## src/sv/mbf_pkg.sv

```systemverilog
// Shared types, codes and the CRC-16 byte step for the Modbus RTU master framer.
// No dependencies; the other files except mbf_if refer to this package by scoped names.
`timescale 1ns / 1ps

package mbf_pkg;

  // Largest register count accepted for a write-multiple request
  localparam int MAX_WRITE_REGS = 20;
  // Width of the count of payload bytes still due after a write-multiple header
  localparam int LEFT_W = $clog2(2 * MAX_WRITE_REGS + 1);

  // Job queue between front and back
  localparam int QDEPTH = 4;
  localparam int QPTR_W = $clog2(QDEPTH);
  localparam int QCNT_W = $clog2(QDEPTH + 1);

  // Element index inside one job (up to nine result items)
  localparam int IDX_W = 4;

  // Modbus function codes
  localparam logic [7:0] FC_READ_HOLD  = 8'h03;
  localparam logic [7:0] FC_WRITE_ONE  = 8'h06;
  localparam logic [7:0] FC_WRITE_MANY = 8'h10;

  // Header lengths in bytes
  localparam logic [IDX_W-1:0] HDR_LEN_SHORT = 4'd6;
  localparam logic [IDX_W-1:0] HDR_LEN_LONG  = 4'd7;

  typedef enum logic [1:0] {
    FN_START = 2'd0,
    FN_DATA  = 2'd1,
    FN_RX    = 2'd2,
    FN_ACK   = 2'd3
  } func_t;

  typedef enum logic [1:0] {
    RQ_READ_HOLD  = 2'd0,
    RQ_WRITE_ONE  = 2'd1,
    RQ_WRITE_MANY = 2'd2
  } req_t;

  typedef enum logic [1:0] {
    RK_TX      = 2'd0,
    RK_VERDICT = 2'd1,
    RK_REFUSE  = 2'd2
  } rkind_t;

  typedef enum logic [1:0] {
    JB_HDR    = 2'd0,
    JB_DATA   = 2'd1,
    JB_VERD   = 2'd2,
    JB_REFUSE = 2'd3
  } jkind_t;

  // One unit of work for the back end
  typedef struct packed {
    jkind_t      jkind;
    logic [7:0]  b0;        // slave address, or the data byte of a data job
    logic [7:0]  code;
    logic [15:0] reg_addr;
    logic [15:0] cv;
    logic        wr_many;   // header carries a byte count
    logic        close;     // CRC follows this job
    logic        prev;
    logic        ok;
    logic [7:0]  vcode;
    logic        parse;
    logic        ack;
  } job_t;

  // One result item
  typedef struct packed {
    rkind_t      result_kind;
    logic [7:0]  tx_byte;
    logic        tx_last;
    logic        prev_acked;
    logic        reply_ok;
    logic [7:0]  reply_code;
    logic        needs_read_parse;
    logic        ack_now;
  } res_t;

  // CRC-16 (reflected 0xA001) over one byte
  function automatic logic [15:0] crc_feed(input logic [15:0] c, input logic [7:0] b);
    logic [15:0] x;
    x = c ^ {8'h00, b};
    for (int i = 0; i < 8; i++) begin
      if (x[0]) begin
        x = (x >> 1) ^ 16'hA001;
      end else begin
        x = x >> 1;
      end
    end
    return x;
  endfunction

endpackage

```

## src/sv/mbf_if.sv

```systemverilog
// Valid/ready channel interfaces for request items and result items.
// Depends on nothing; widths follow the item fields.
`timescale 1ns / 1ps

interface mbf_in_if;
  logic        valid;
  logic        ready;
  logic [1:0]  func;
  logic [1:0]  request_kind;
  logic [7:0]  slave_addr;
  logic [15:0] reg_addr;
  logic [15:0] count_or_value;
  logic [7:0]  data_byte;
  logic [7:0]  rx_byte;
  logic        rx_last;

  modport source (output valid, func, request_kind, slave_addr, reg_addr, count_or_value,
                  data_byte, rx_byte, rx_last, input ready);
  modport sink (input valid, func, request_kind, slave_addr, reg_addr, count_or_value,
                data_byte, rx_byte, rx_last, output ready);
endinterface

interface mbf_out_if;
  logic        valid;
  logic        ready;
  logic [1:0]  result_kind;
  logic [7:0]  tx_byte;
  logic        tx_last;
  logic        prev_acked;
  logic        reply_ok;
  logic [7:0]  reply_code;
  logic        needs_read_parse;
  logic        ack_now;

  modport source (output valid, result_kind, tx_byte, tx_last, prev_acked, reply_ok,
                  reply_code, needs_read_parse, ack_now, input ready);
  modport sink (input valid, result_kind, tx_byte, tx_last, prev_acked, reply_ok,
                reply_code, needs_read_parse, ack_now, output ready);
endinterface

```

## src/sv/mbf_queue.sv

```systemverilog
// Short job queue between the front and back ends, in flip-flops.
// Depends on mbf_pkg (job_t, QDEPTH).
`timescale 1ns / 1ps

module mbf_queue (
  input  logic          clk,
  input  logic          rst_n,
  input  logic          push,
  input  mbf_pkg::job_t push_job,
  output logic          full,
  output logic          q_valid,
  output mbf_pkg::job_t q_head,
  input  logic          pop
);

  mbf_pkg::job_t                   slot_r [mbf_pkg::QDEPTH];
  logic [mbf_pkg::QPTR_W-1:0]      wr_ptr_r, wr_ptr_nxt;
  logic [mbf_pkg::QPTR_W-1:0]      rd_ptr_r, rd_ptr_nxt;
  logic [mbf_pkg::QCNT_W-1:0]      cnt_r, cnt_nxt;
  logic                            do_push, do_pop;

  assign full    = (cnt_r == mbf_pkg::QCNT_W'(mbf_pkg::QDEPTH));
  assign q_valid = (cnt_r != '0);
  assign q_head  = slot_r[rd_ptr_r];
  assign do_push = push && !full;
  assign do_pop  = pop && q_valid;

  // Advance pointers and occupancy
  always_comb begin
    wr_ptr_nxt = do_push ? wr_ptr_r + 1'b1 : wr_ptr_r;
    rd_ptr_nxt = do_pop ? rd_ptr_r + 1'b1 : rd_ptr_r;
    cnt_nxt    = cnt_r;
    if (do_push && !do_pop) begin
      cnt_nxt = cnt_r + 1'b1;
    end else if (do_pop && !do_push) begin
      cnt_nxt = cnt_r - 1'b1;
    end
  end

  always_ff @(posedge clk) begin
    if (!rst_n) begin
      wr_ptr_r <= '0;
      rd_ptr_r <= '0;
      cnt_r    <= '0;
    end else begin
      wr_ptr_r <= wr_ptr_nxt;
      rd_ptr_r <= rd_ptr_nxt;
      cnt_r    <= cnt_nxt;
    end
  end

  // Hold job payloads
  always_ff @(posedge clk) begin
    if (do_push) begin
      slot_r[wr_ptr_r] <= push_job;
    end
  end

  a_cnt_bound: assert property (@(posedge clk) disable iff (!rst_n)
    cnt_r <= mbf_pkg::QCNT_W'(mbf_pkg::QDEPTH))
    else $error("queue occupancy above depth");

  a_ptr_gap: assert property (@(posedge clk) disable iff (!rst_n)
    (cnt_r == '0 || cnt_r == mbf_pkg::QCNT_W'(mbf_pkg::QDEPTH)) |-> wr_ptr_r == rd_ptr_r)
    else $error("queue pointers disagree with occupancy");

endmodule

```

## src/sv/mbf_front.sv

```systemverilog
// Front end: accepts items, keeps acknowledge, target and receive state, and
// turns each item into at most one job. Depends on mbf_pkg and mbf_in_if.
`timescale 1ns / 1ps

module mbf_front (
  input  logic          clk,
  input  logic          rst_n,
  mbf_in_if.sink        in_chan,
  output logic          push,
  output mbf_pkg::job_t push_job,
  input  logic          q_full
);

  logic                        ack_r, ack_nxt;
  logic [7:0]                  target_r, target_nxt;
  logic [mbf_pkg::LEFT_W-1:0]  left_r, left_nxt;
  logic [15:0]                 rx_crc_r, rx_crc_nxt;
  logic [15:0]                 rx_tail_r, rx_tail_nxt;
  logic [15:0]                 rx_head_r, rx_head_nxt;
  logic [1:0]                  rx_cnt_r, rx_cnt_nxt;

  logic        acc;
  logic [7:0]  fcode;
  logic        ok;
  logic [7:0]  vcode;

  assign in_chan.ready = !q_full;
  assign acc           = in_chan.valid && in_chan.ready;

  // Function code for the request kind
  always_comb begin
    case (in_chan.request_kind)
      mbf_pkg::RQ_READ_HOLD:  fcode = mbf_pkg::FC_READ_HOLD;
      mbf_pkg::RQ_WRITE_ONE:  fcode = mbf_pkg::FC_WRITE_ONE;
      default:                fcode = mbf_pkg::FC_WRITE_MANY;
    endcase
  end

  // Receive path: shift the byte in, fold the older tail byte into the CRC
  always_comb begin
    rx_crc_nxt  = (rx_cnt_r >= 2'd2) ? mbf_pkg::crc_feed(rx_crc_r, rx_tail_r[15:8])
                                     : rx_crc_r;
    rx_head_nxt = (rx_cnt_r < 2'd2) ? {rx_head_r[7:0], in_chan.rx_byte} : rx_head_r;
    rx_tail_nxt = {rx_tail_r[7:0], in_chan.rx_byte};
    rx_cnt_nxt  = (rx_cnt_r == 2'd3) ? rx_cnt_r : rx_cnt_r + 2'd1;
    vcode       = (rx_cnt_nxt >= 2'd2) ? rx_head_nxt[7:0] : 8'h00;
    ok          = (rx_cnt_nxt == 2'd3)
               && (rx_head_nxt[15:8] == target_r)
               && (rx_tail_nxt[15:8] == rx_crc_nxt[7:0])
               && (rx_tail_nxt[7:0] == rx_crc_nxt[15:8]);
  end

  // Classify the item and build its job
  always_comb begin
    ack_nxt    = ack_r;
    target_nxt = target_r;
    left_nxt   = left_r;
    push       = 1'b0;
    push_job   = '0;
    case (in_chan.func)
      mbf_pkg::FN_START: begin
        if (in_chan.request_kind == mbf_pkg::RQ_WRITE_MANY &&
            in_chan.count_or_value > 16'(mbf_pkg::MAX_WRITE_REGS)) begin
          push           = 1'b1;
          push_job.jkind = mbf_pkg::JB_REFUSE;
        end else if (in_chan.request_kind == mbf_pkg::RQ_READ_HOLD ||
                     in_chan.request_kind == mbf_pkg::RQ_WRITE_ONE ||
                     in_chan.request_kind == mbf_pkg::RQ_WRITE_MANY) begin
          push              = 1'b1;
          push_job.jkind    = mbf_pkg::JB_HDR;
          push_job.b0       = in_chan.slave_addr;
          push_job.code     = fcode;
          push_job.reg_addr = in_chan.reg_addr;
          push_job.cv       = in_chan.count_or_value;
          push_job.wr_many  = (in_chan.request_kind == mbf_pkg::RQ_WRITE_MANY);
          push_job.close    = !(push_job.wr_many && in_chan.count_or_value != 16'h0000);
          push_job.prev     = ack_r;
          ack_nxt           = 1'b0;
          target_nxt        = in_chan.slave_addr;
          left_nxt          = push_job.wr_many
                            ? mbf_pkg::LEFT_W'({in_chan.count_or_value, 1'b0}) : '0;
        end
      end
      mbf_pkg::FN_DATA: begin
        if (left_r != '0) begin
          push           = 1'b1;
          push_job.jkind = mbf_pkg::JB_DATA;
          push_job.b0    = in_chan.data_byte;
          push_job.close = (left_r == mbf_pkg::LEFT_W'(1));
          left_nxt       = left_r - 1'b1;
        end
      end
      mbf_pkg::FN_RX: begin
        if (in_chan.rx_last) begin
          push           = 1'b1;
          push_job.jkind = mbf_pkg::JB_VERD;
          push_job.ok    = ok;
          push_job.vcode = vcode;
          push_job.parse = ok && (vcode == mbf_pkg::FC_READ_HOLD);
          if (ok && (vcode == mbf_pkg::FC_WRITE_ONE || vcode == mbf_pkg::FC_WRITE_MANY)) begin
            ack_nxt = 1'b1;
          end
          push_job.ack = ack_nxt;
        end
      end
      default: begin
        ack_nxt = 1'b1;
      end
    endcase
    push = push && acc;
  end

  always_ff @(posedge clk) begin
    if (!rst_n) begin
      ack_r     <= 1'b1;
      target_r  <= '0;
      left_r    <= '0;
      rx_crc_r  <= 16'hFFFF;
      rx_tail_r <= '0;
      rx_head_r <= '0;
      rx_cnt_r  <= '0;
    end else if (acc) begin
      ack_r    <= ack_nxt;
      target_r <= target_nxt;
      left_r   <= left_nxt;
      if (in_chan.func == mbf_pkg::FN_RX) begin
        // Clear the receive state after the final byte of a frame
        if (in_chan.rx_last) begin
          rx_crc_r  <= 16'hFFFF;
          rx_tail_r <= '0;
          rx_head_r <= '0;
          rx_cnt_r  <= '0;
        end else begin
          rx_crc_r  <= rx_crc_nxt;
          rx_tail_r <= rx_tail_nxt;
          rx_head_r <= rx_head_nxt;
          rx_cnt_r  <= rx_cnt_nxt;
        end
      end
    end
  end

  a_left_bound: assert property (@(posedge clk) disable iff (!rst_n)
    left_r <= mbf_pkg::LEFT_W'(2 * mbf_pkg::MAX_WRITE_REGS))
    else $error("payload byte count above the write limit");

endmodule

```

## src/sv/mbf_back.sv

```systemverilog
// Back end: expands jobs into result items one per cycle while the output is not
// stalled, runs the transmit CRC and holds the result in an output register. Depends on mbf_pkg, mbf_out_if.
`timescale 1ns / 1ps

module mbf_back (
  input  logic          clk,
  input  logic          rst_n,
  input  logic          q_valid,
  input  mbf_pkg::job_t q_head,
  output logic          pop,
  mbf_out_if.source     out_chan
);

  logic                       busy_r, busy_nxt;
  mbf_pkg::job_t              job_r, job_nxt;
  logic [mbf_pkg::IDX_W-1:0]  idx_r, idx_nxt;
  logic [15:0]                crc_r, crc_nxt;
  logic                       out_valid_r, out_valid_nxt;
  mbf_pkg::res_t              res_r, res_nxt;

  mbf_pkg::job_t              cur;
  logic                       cur_v, adv, go;
  logic [mbf_pkg::IDX_W-1:0]  nb;
  logic                       is_payload, last_el;
  logic [7:0]                 pay_byte;
  logic [15:0]                crc_base;

  assign cur   = busy_r ? job_r : q_head;
  assign cur_v = busy_r || q_valid;
  assign adv   = !out_valid_r || out_chan.ready;
  assign go    = adv && cur_v;
  assign pop   = go && !busy_r;

  // Pick the element at the current index
  always_comb begin
    nb         = (cur.jkind == mbf_pkg::JB_HDR)
               ? (cur.wr_many ? mbf_pkg::HDR_LEN_LONG : mbf_pkg::HDR_LEN_SHORT)
               : mbf_pkg::IDX_W'(1);
    is_payload = (cur.jkind == mbf_pkg::JB_HDR || cur.jkind == mbf_pkg::JB_DATA)
               && (idx_r < nb);
    case (idx_r)
      4'd0:    pay_byte = cur.b0;
      4'd1:    pay_byte = cur.code;
      4'd2:    pay_byte = cur.reg_addr[15:8];
      4'd3:    pay_byte = cur.reg_addr[7:0];
      4'd4:    pay_byte = cur.cv[15:8];
      4'd5:    pay_byte = cur.cv[7:0];
      default: pay_byte = {cur.cv[6:0], 1'b0};
    endcase
    crc_base = (cur.jkind == mbf_pkg::JB_HDR && idx_r == '0) ? 16'hFFFF : crc_r;
    case (cur.jkind)
      mbf_pkg::JB_HDR, mbf_pkg::JB_DATA:
        last_el = cur.close ? (idx_r == nb + 1'b1) : (idx_r == nb - 1'b1);
      default:
        last_el = 1'b1;
    endcase
  end

  // Build the result item
  always_comb begin
    res_nxt = '0;
    case (cur.jkind)
      mbf_pkg::JB_HDR, mbf_pkg::JB_DATA: begin
        res_nxt.result_kind = mbf_pkg::RK_TX;
        if (is_payload) begin
          res_nxt.tx_byte    = pay_byte;
          res_nxt.prev_acked = (cur.jkind == mbf_pkg::JB_HDR) && (idx_r == '0) && cur.prev;
        end else if (idx_r == nb) begin
          res_nxt.tx_byte = crc_r[7:0];
        end else begin
          res_nxt.tx_byte = crc_r[15:8];
          res_nxt.tx_last = 1'b1;
        end
      end
      mbf_pkg::JB_VERD: begin
        res_nxt.result_kind      = mbf_pkg::RK_VERDICT;
        res_nxt.reply_ok         = cur.ok;
        res_nxt.reply_code       = cur.vcode;
        res_nxt.needs_read_parse = cur.parse;
        res_nxt.ack_now          = cur.ack;
      end
      default: begin
        res_nxt.result_kind = mbf_pkg::RK_REFUSE;
      end
    endcase
  end

  // Advance the job, CRC and output register
  always_comb begin
    busy_nxt      = busy_r;
    job_nxt       = job_r;
    idx_nxt       = idx_r;
    crc_nxt       = crc_r;
    out_valid_nxt = out_valid_r;
    if (go) begin
      out_valid_nxt = 1'b1;
      if (is_payload) begin
        crc_nxt = mbf_pkg::crc_feed(crc_base, pay_byte);
      end
      if (last_el) begin
        busy_nxt = 1'b0;
        idx_nxt  = '0;
      end else begin
        busy_nxt = 1'b1;
        idx_nxt  = idx_r + 1'b1;
        job_nxt  = cur;
      end
    end else if (adv) begin
      out_valid_nxt = 1'b0;
    end
  end

  always_ff @(posedge clk) begin
    if (!rst_n) begin
      busy_r      <= 1'b0;
      idx_r       <= '0;
      crc_r       <= 16'hFFFF;
      out_valid_r <= 1'b0;
    end else begin
      busy_r      <= busy_nxt;
      idx_r       <= idx_nxt;
      crc_r       <= crc_nxt;
      out_valid_r <= out_valid_nxt;
    end
  end

  // Payload registers
  always_ff @(posedge clk) begin
    job_r <= job_nxt;
    if (go) begin
      res_r <= res_nxt;
    end
  end

  assign out_chan.valid            = out_valid_r;
  assign out_chan.result_kind      = res_r.result_kind;
  assign out_chan.tx_byte          = res_r.tx_byte;
  assign out_chan.tx_last          = res_r.tx_last;
  assign out_chan.prev_acked       = res_r.prev_acked;
  assign out_chan.reply_ok         = res_r.reply_ok;
  assign out_chan.reply_code       = res_r.reply_code;
  assign out_chan.needs_read_parse = res_r.needs_read_parse;
  assign out_chan.ack_now          = res_r.ack_now;

  a_busy_multi: assert property (@(posedge clk) disable iff (!rst_n)
    busy_r |-> (job_r.jkind == mbf_pkg::JB_HDR || job_r.jkind == mbf_pkg::JB_DATA)
               && idx_r != '0)
    else $error("single-item job left the back end busy");

  a_no_pop_busy: assert property (@(posedge clk) disable iff (!rst_n)
    busy_r |-> !pop)
    else $error("queue popped while a job is in progress");

  a_last_tx: assert property (@(posedge clk) disable iff (!rst_n)
    out_valid_r && res_r.tx_last |-> res_r.result_kind == mbf_pkg::RK_TX
                                     && res_r.prev_acked == 1'b0)
    else $error("frame end marked on a non-transmit item");

endmodule

```

## src/sv/modbus_rtu_master_framer.sv

```systemverilog
// Modbus RTU master framer and reply checker, top level.
// Depends on mbf_pkg, mbf_if, mbf_queue, mbf_front and mbf_back.
// A request start yields 7 to 9 transmit items (header, byte count for write-multiple,
// CRC low then high unless write data follows), one item per cycle while the output is
// not stalled; a write data byte yields one item, or three when it closes the frame; a
// final received byte yields one verdict item; an over-long write-multiple yields one
// refusal item. The front end takes one input item per cycle while its 4-entry job
// queue has room, and the back end serializer emitting one result per cycle (when the
// output does not stall) sets the sustained rate, so request starts can queue while a
// frame is still being sent. The first result item passes through the job queue and
// the back-end output register. Acknowledge resets to set.
`timescale 1ns / 1ps

module modbus_rtu_master_framer (
  input  logic       clk,
  input  logic       rst_n,
  mbf_in_if.sink     in_chan,
  mbf_out_if.source  out_chan
);

  logic          push, q_full, q_valid, pop;
  mbf_pkg::job_t push_job, q_head;

  // Classify items and keep request/receive state
  mbf_front u_front (
    .clk      (clk),
    .rst_n    (rst_n),
    .in_chan  (in_chan),
    .push     (push),
    .push_job (push_job),
    .q_full   (q_full)
  );

  // Decouple front and back
  mbf_queue u_queue (
    .clk      (clk),
    .rst_n    (rst_n),
    .push     (push),
    .push_job (push_job),
    .full     (q_full),
    .q_valid  (q_valid),
    .q_head   (q_head),
    .pop      (pop)
  );

  // Serialize jobs into result items
  mbf_back u_back (
    .clk      (clk),
    .rst_n    (rst_n),
    .q_valid  (q_valid),
    .q_head   (q_head),
    .pop      (pop),
    .out_chan (out_chan)
  );

endmodule
```

## src/flat_wrapper.sv

```systemverilog
// flat-port wrapper written by rule: the top's interface ports become plain ports
module modbus_rtu_master_framer_flat 
  (clk, rst_n, in_chan_valid, in_chan_func, in_chan_request_kind, in_chan_slave_addr, in_chan_reg_addr, in_chan_count_or_value, in_chan_data_byte, in_chan_rx_byte, in_chan_rx_last, in_chan_ready, out_chan_valid, out_chan_result_kind, out_chan_tx_byte, out_chan_tx_last, out_chan_prev_acked, out_chan_reply_ok, out_chan_reply_code, out_chan_needs_read_parse, out_chan_ack_now, out_chan_ready);
  mbf_in_if in_chan_i ();
  mbf_out_if out_chan_i ();
  input  logic clk;
  input  logic rst_n;
  input wire logic [$bits(in_chan_i.valid)-1:0] in_chan_valid;
  input wire logic [$bits(in_chan_i.func)-1:0] in_chan_func;
  input wire logic [$bits(in_chan_i.request_kind)-1:0] in_chan_request_kind;
  input wire logic [$bits(in_chan_i.slave_addr)-1:0] in_chan_slave_addr;
  input wire logic [$bits(in_chan_i.reg_addr)-1:0] in_chan_reg_addr;
  input wire logic [$bits(in_chan_i.count_or_value)-1:0] in_chan_count_or_value;
  input wire logic [$bits(in_chan_i.data_byte)-1:0] in_chan_data_byte;
  input wire logic [$bits(in_chan_i.rx_byte)-1:0] in_chan_rx_byte;
  input wire logic [$bits(in_chan_i.rx_last)-1:0] in_chan_rx_last;
  output wire logic [$bits(in_chan_i.ready)-1:0] in_chan_ready;
  output wire logic [$bits(out_chan_i.valid)-1:0] out_chan_valid;
  output wire logic [$bits(out_chan_i.result_kind)-1:0] out_chan_result_kind;
  output wire logic [$bits(out_chan_i.tx_byte)-1:0] out_chan_tx_byte;
  output wire logic [$bits(out_chan_i.tx_last)-1:0] out_chan_tx_last;
  output wire logic [$bits(out_chan_i.prev_acked)-1:0] out_chan_prev_acked;
  output wire logic [$bits(out_chan_i.reply_ok)-1:0] out_chan_reply_ok;
  output wire logic [$bits(out_chan_i.reply_code)-1:0] out_chan_reply_code;
  output wire logic [$bits(out_chan_i.needs_read_parse)-1:0] out_chan_needs_read_parse;
  output wire logic [$bits(out_chan_i.ack_now)-1:0] out_chan_ack_now;
  input wire logic [$bits(out_chan_i.ready)-1:0] out_chan_ready;
  assign in_chan_i.valid = in_chan_valid;
  assign in_chan_i.func = in_chan_func;
  assign in_chan_i.request_kind = in_chan_request_kind;
  assign in_chan_i.slave_addr = in_chan_slave_addr;
  assign in_chan_i.reg_addr = in_chan_reg_addr;
  assign in_chan_i.count_or_value = in_chan_count_or_value;
  assign in_chan_i.data_byte = in_chan_data_byte;
  assign in_chan_i.rx_byte = in_chan_rx_byte;
  assign in_chan_i.rx_last = in_chan_rx_last;
  assign in_chan_ready = in_chan_i.ready;
  assign out_chan_valid = out_chan_i.valid;
  assign out_chan_result_kind = out_chan_i.result_kind;
  assign out_chan_tx_byte = out_chan_i.tx_byte;
  assign out_chan_tx_last = out_chan_i.tx_last;
  assign out_chan_prev_acked = out_chan_i.prev_acked;
  assign out_chan_reply_ok = out_chan_i.reply_ok;
  assign out_chan_reply_code = out_chan_i.reply_code;
  assign out_chan_needs_read_parse = out_chan_i.needs_read_parse;
  assign out_chan_ack_now = out_chan_i.ack_now;
  assign out_chan_i.ready = out_chan_ready;
  modbus_rtu_master_framer u_core (.clk(clk), .rst_n(rst_n), .in_chan(in_chan_i), .out_chan(out_chan_i));
endmodule
```

## config.mk

```make
export PLATFORM = sky130hd
export DESIGN_NAME = modbus_rtu_master_framer_flat
export DESIGN_NICKNAME = d
export VERILOG_FILES = /design/src/sv/mbf_pkg.sv /design/src/sv/mbf_if.sv /design/src/sv/mbf_queue.sv /design/src/sv/mbf_front.sv /design/src/sv/mbf_back.sv /design/src/sv/modbus_rtu_master_framer.sv /design/src/flat_wrapper.sv
export SDC_FILE = /design/constraint.sdc
export NUM_CORES = 1
export LEC_CHECK = 0
export BUFFER_PORTS_ARGS = -buffer_cell sky130_fd_sc_hd__buf_2
export CAP_MARGIN = 20
export CORE_ASPECT_RATIO = 1.2
export CORE_UTILIZATION = 45
export CTS_BUF_LIST = sky130_fd_sc_hd__clkbuf_2
export CTS_CLUSTER_DIAMETER = 120
export DETAILED_ROUTE_END_ITERATION = 16
export HOLD_SLACK_MARGIN = 0.06
export PLACE_DENSITY = 0.64
export SKIP_CTS_REPAIR_TIMING = 1
export SLEW_MARGIN = 0
export SYNTH_ARGS = -nofsm -noshare
export SYNTH_HDL_FRONTEND = slang
export SYNTH_SLANG_ARGS = --single-unit
```

## constraint.sdc

```tcl
create_clock -name clk -period 5.55 [get_ports clk]
set_clock_uncertainty 0.15 [all_clocks]
set_input_delay 1.11 -clock clk [delete_from_list [all_inputs] [get_ports clk]]
set_output_delay 1.11 -clock clk [all_outputs]
set_load 0.05 [all_outputs]
```

# ---- Word level (Yosys, flattened, before mapping)
# Memory sizes are Yosys's and may differ from the RTL's. A register that Yosys moved wholly into a read port is not among the register bits.
# Cells that the tools add are included.
dict set report op_classes {
  n_lt_le_gt_ge 5
  eq_ne 28
  reduce_logical 49
  bitwise_logic 22
  mux 88
  add_sub_neg 9
}
# operator n
set ops {}
lappend ops {{16-bit two-way mux} 36}
lappend ops {{51-bit two-way mux} 2}
lappend ops {{64-bit two-way mux} 1}
lappend ops {{2-bit inverter with 3-bit output} 16}
lappend ops {{8-bit one-hot mux with 6 select lines} 1}
lappend ops {{41-bit two-way mux} 1}
lappend ops {{16-bit by 8-bit XOR with 16-bit output} 2}
lappend ops {{8-bit equality test} 3}
lappend ops {{6-bit two-way mux} 4}
lappend ops {{8-bit two-way mux} 3}
lappend ops {{11-bit two-way mux} 2}
lappend ops {{1-bit two-way mux} 19}
lappend ops {{1-bit logical AND} 18}
lappend ops {{16-bit by 5-bit greater-than comparator with 1-bit output, second input constant} 1}
lappend ops {{8-bit one-hot mux with 2 select lines} 1}
lappend ops {{16-bit nonzero test} 1}
lappend ops {{2-bit two-way mux} 6}
lappend ops {{6-bit one-hot mux with 2 select lines} 1}
lappend ops {{2-bit equality test, second input constant} 5}
lappend ops {{5-bit one-hot mux with 2 select lines} 1}
lappend ops {{5-bit AND reduction} 2}
lappend ops {{3-bit two-way mux} 3}
lappend ops {{9-bit two-way mux} 1}
lappend ops {{4-bit by 2-bit equality test with 1-bit output, second input constant} 2}
lappend ops {{37 further kinds} 69}
dict set report totals {
  n_memories 1
  mem_bits_rw 256
  inputBits 65
  out_inout_bits 25
  reg_bits 181
}
# memory words width rd rd_ports_with_merged_regs write_ports line_no
set memory_table {}
lappend memory_table {u_core.u_queue.slot_r 4 64 1 1 1 mbf_queue.sv:16} ;# mbf_pkg::job_t slot_r [mbf_pkg::QDEPTH];

# ---- Longest topological paths before layout
dict set report logic_depth {
  depth_word 35
  ltp_mapped 18
}

# ---- Hierarchy
# Synthesis repeated with hierarchy kept, for this count alone.
dict set report unflattened {
  hier_cells 1365
  area_unflattened_um2 19869.1
}
# module cells_each area_each_um2 seq_area_each_um2 instances
set by_module_without_submodules {}
lappend by_module_without_submodules {mbf_queue 382 9779.4 7867.5 1}
lappend by_module_without_submodules {mbf_back 430 5567.8 3052.9 1}
lappend by_module_without_submodules {mbf_front 553 4521.8 1301.2 1}

# ---- Worst setup path after synthesis
# OpenSTA, ideal clock, no wires.
dict set report synth_timing {
  path_kind {register to register}
  startpoint {reg with a tool-made name}
  endpoint {reg u_core.u_back.idx_r[2] in the netlist's numbering}
  t_arrival_ps 4611
  setup_time_ps 128
  stages_incl_launch_ff 16
  setup_slack_ps 662
  path_buffers 5
  cell_sequence {dfxtp_1 buf_6 buf_6 buf_6 buf_4 buf_2 mux4_2 mux2i_1 fa_1 xnor2_1 o41ai_2 inv_1 nand2_1 nor2_1 a21oi_1 nor2_1}
}
# element line_no
set synth_lines {}
lappend synth_lines {{end signal: assignment} mbf_back.sv:121} ;# idx_r <= idx_nxt;
lappend synth_lines {{end: declaration} mbf_back.sv:16} ;# logic [mbf_pkg::IDX_W-1:0] idx_r, idx_nxt;

==> flow_metrics.py <==
metrics = {
    "floorplan": {
        "rows": 81,
        "ioPinCount": 90,
        "initial_core_util_pct": 45.5,
        "dieArea_sq_mm": 0.0421,
        "die_w_microns": 187,
        "core-area_sq_mm": 0.0407,
        "fp.dieH_microns": 224,
    },
    "route": {
        "routed_via_density": 5.43,
        "vias": 11800,
        "route.detailed.wl_per_inst_microns": 19.5,
        "first_pass_iters": 5,
        "antenna_left": 0,
        "initialDrtViolationCount": 842,
        "routed_wl_microns": 42500,
        "drc": 0,
    },
    "worst_setup_path": {
        "critical_path.cell_chain": "mux4_1, mux2_2, or2_1, inv_1, nand3_1, inv_1, fa_1, xnor2_1, o41ai_2, inv_2, buf_12, a22oi_1, nor2_1",
        "crit_top_cell": "inv_1",
        "end_kind": "flop",
        "cp_top_family": "buffers and inverters",
        "cp_slowest_cell": "dfxtp_2",
        "crit_arrival_ns": 5.24,
        "slowest_delay_ns": 0.67,
        "crit_path_start_kind": "flop",
        "path_max_fanout": 50,
        "crit_required_ns": 6.29,
        "worst-path-buf-inv": 4,
        "path_class": "reg -> reg",
    },
    "min_path": {
        "hold_path.class": "in -> reg",
    },
    "pwr": {
        "powerDensity_mw_per_mm2": 490,
        "max-vdd-ir-drop_v": 0.000439,
        "leakage_nw": 7.31,
    },
    "grt": {
        "grt_pass1_wl_microns": 66100,
        "grt_usage_pct": 20.4,
        "grt_pass1_vias": 12000,
        "overflow": 0,
        "antenna_found_initial": 1,
        "grt_max_degree": 81,
    },
    "synthesis": {
        "synth-main-ff-cell": "edfxtp_1",
        "ys_types": 68,
        "synth_edf_count": 327,
        "ys_seq_elements": 423,
        "ys_async_sr_fraction_pct": 0,
        "yosysWarnings": 0,
        "synth_area_per_cell_sq_um": 13.1,
        "syn_area_sq_mm": 0.0186,
        "synth_nets": 1497,
        "netlist_instances": 1415,
        "ys_seq_area_share_pct": 63.3,
    },
    "layout": {
        "syn_to_final_growth_pct": 10.6,
        "drive_gt1_share_pct": 20.9,
        "nets": 1634,
    },
    "placement": {
        "io_buffers": 89,
        "dp_hpwl_microns": 28000,
        "place_congestion": 0.902,
        "dp_slack_ns": 1.07,
    },
    "clock_network": {
        "h-tree-depth": 3,
        "cts.sinks": 423,
        "cts_tree": "yes",
        "clkTransAtPathRegs_ns": 0.10,
        "cts_root_buf": "clkbuf_2",
        "clockBufferDepth": 3,
        "cts_buffers": 101,
        "insertion_delay_ns": 1.04,
    },
    "timing": {
        "timing.final.crit_share_pct": 81.1,
        "rsz0062_at_grt": "no",
        "min_period_ns": 4.50,
        "finalHoldViolCount": 0,
        "setup_tns_ns": 0,
        "final-setup-viol-count": 0,
        "slew_violations": 0,
        "fmaxAchievable_mhz": 222,
        "slew_headroom_pct": 32.5,
        "setup_ws_ns": 1.05,
        "tightest_slew_ns": 1.01,
    },
    "job": {
        "cap_violations": 0,
    },
    "status": {
        "outcome": "complete, no violations",
    },
}
[cell usage after synthesis, drive strengths merged (7+ instances only)]
library cell    n  share of area (%)
mux4           37                4.6
mux2           15               0.93
a22oi          40                1.6
o21a           14               0.57
nand3b         18               0.73
o21ai          27               0.73
a221oi          7               0.42
nand3          15               0.40
ha             14               0.94
edfxtp        327                 53
nor2b          10               0.34
buf            25               0.76
inv            23               0.47
xor2           26                1.2
nand2         171                3.5
clkbuf         54                1.1
nor4            9               0.30
xnor2          54                2.5
o22ai          16               0.54
o211ai         12               0.49
a21oi          67                1.8
o2bb2ai         7               0.33
nor3           16               0.43
mux2i          67                3.6
a211oi         10               0.40
dfxtp          96                 10
a22o           14               0.66
and2           49                1.7
nor2          110                2.2
[tightest hold or removal path, stage by stage]
cell	delay, ns
buf_2	0.11
nand3_1	0.06
a21oi_1	0.05
[state kept, by name, summed over array words and instances (netlist names), 2 cells and up, named ones only]
| name | count |
|---|---|
| u_core.u_front.rx_head_r | 16 |
| u_core.u_queue.slot_r | 240 |
| u_core.u_back.out_chan.result_kind | 2 |
| u_core.u_front.target_r | 8 |
| u_core.u_back.out_chan.reply_code | 8 |
| u_core.u_back.idx_r | 4 |
| u_core.u_queue.cnt_r | 3 |
| u_core.u_queue.wr_ptr_r | 2 |
| u_core.u_queue.rd_ptr_r | 2 |
| u_core.u_back.crc_r | 16 |
| u_core.u_front.rx_cnt_r | 2 |
| u_core.u_front.rx_crc_r | 16 |
| u_core.u_back.out_chan.tx_byte | 8 |
| u_core.u_front.rx_tail_r | 16 |
| u_core.u_front.left_r | 6 |
| u_core.u_back.job_r | 64 |
[layer usage]
layer	vias to the layer above	track usage, %	part of all wire, %
li1	5613	-	-
met1	5761	24.6	41
met2	360	35.3	50
met3	77	4.37	5.7
met4	0	9.07	2.9
met5	-	0	0
[cell families (layout without fill, tap and decap cells)]
group	after synthesis	after routing	synth area share [%]
mux	119	119	9.18
fa+ha+maj	17	17	1.27
other cells	0	1	0
compound gates	239	239	8.88
buf+inv	102	321	2.31
flops	423	423	63.3
simple gates	431	431	10.8
xor+xnor	84	84	4.28
[cell usage in the layout, fill, tap and decap left out, types with 40 or more instances in the layout]
| cell type | n |
|---|---|
| buf_2 | 89 |
| mux2i_1 | 67 |
| xnor2_1 | 54 |
| and2_1 | 45 |
| nand2_1 | 171 |
| edfxtp_1 | 327 |
| nor2_1 | 110 |
| clkbuf_2 | 156 |
| a21oi_1 | 67 |
| dfxtp_1 | 94 |
| a22oi_1 | 40 |
[worst paths after layout]
kind,slack (ns),startpoint,cells after the start,endpoint
max reg2reg,1.05,flop,13,u_core.u_back.idx_r[1]$_SDFFE_PN0P_
max,1.05,flop,13,u_core.u_back.idx_r[1]$_SDFFE_PN0P_
min reg2reg,0.32,u_core.u_front.rx_tail_r[10]$_SDFFE_PN0P_,2,u_core.u_front.rx_tail_r[10]$_SDFFE_PN0P_
min,0.19,in_chan_slave_addr[0],3,u_core.u_front.target_r[0]$_SDFFE_PN0P_
[report_power, final]
part	leakage, nW	internal [W]	switching [W]
clock	0.737	0.000840	0.00123
sequential	3.79	0.00413	0.000185
combinational	2.79	0.00135	0.00233
[per-stage QoR]
step	cell area, sq um	hold slack, ns	power (W)	utilization (%)	cells
global route	20500	0.132	0.0106	50.4	2174
global placement	19600	0.306	0.00802	48.0	1987
floorplan	18600	0.294	0.00713	-	1415
detailed placement	19600	0.309	0.00808	48.0	1987
CTS	20500	0.0742	0.0102	50.4	2172
finish	20500	0.188	0.0101	50.4	2174
[final cells by class]
cell class                      instances  area [sq um]
Timing Repair Buffer                  113           676
Fill cell                            3656         20200
Tap cell                              539           674
Antenna cell                            1          2.50
Inverter                               23          86.3
Multi-Input combinational cell        890          6390
Sequential cell                       423         11700
Clock buffer                          156           781
Clock inverter                         29           169
No activity file was read; power rests on OpenSTA's default activity.
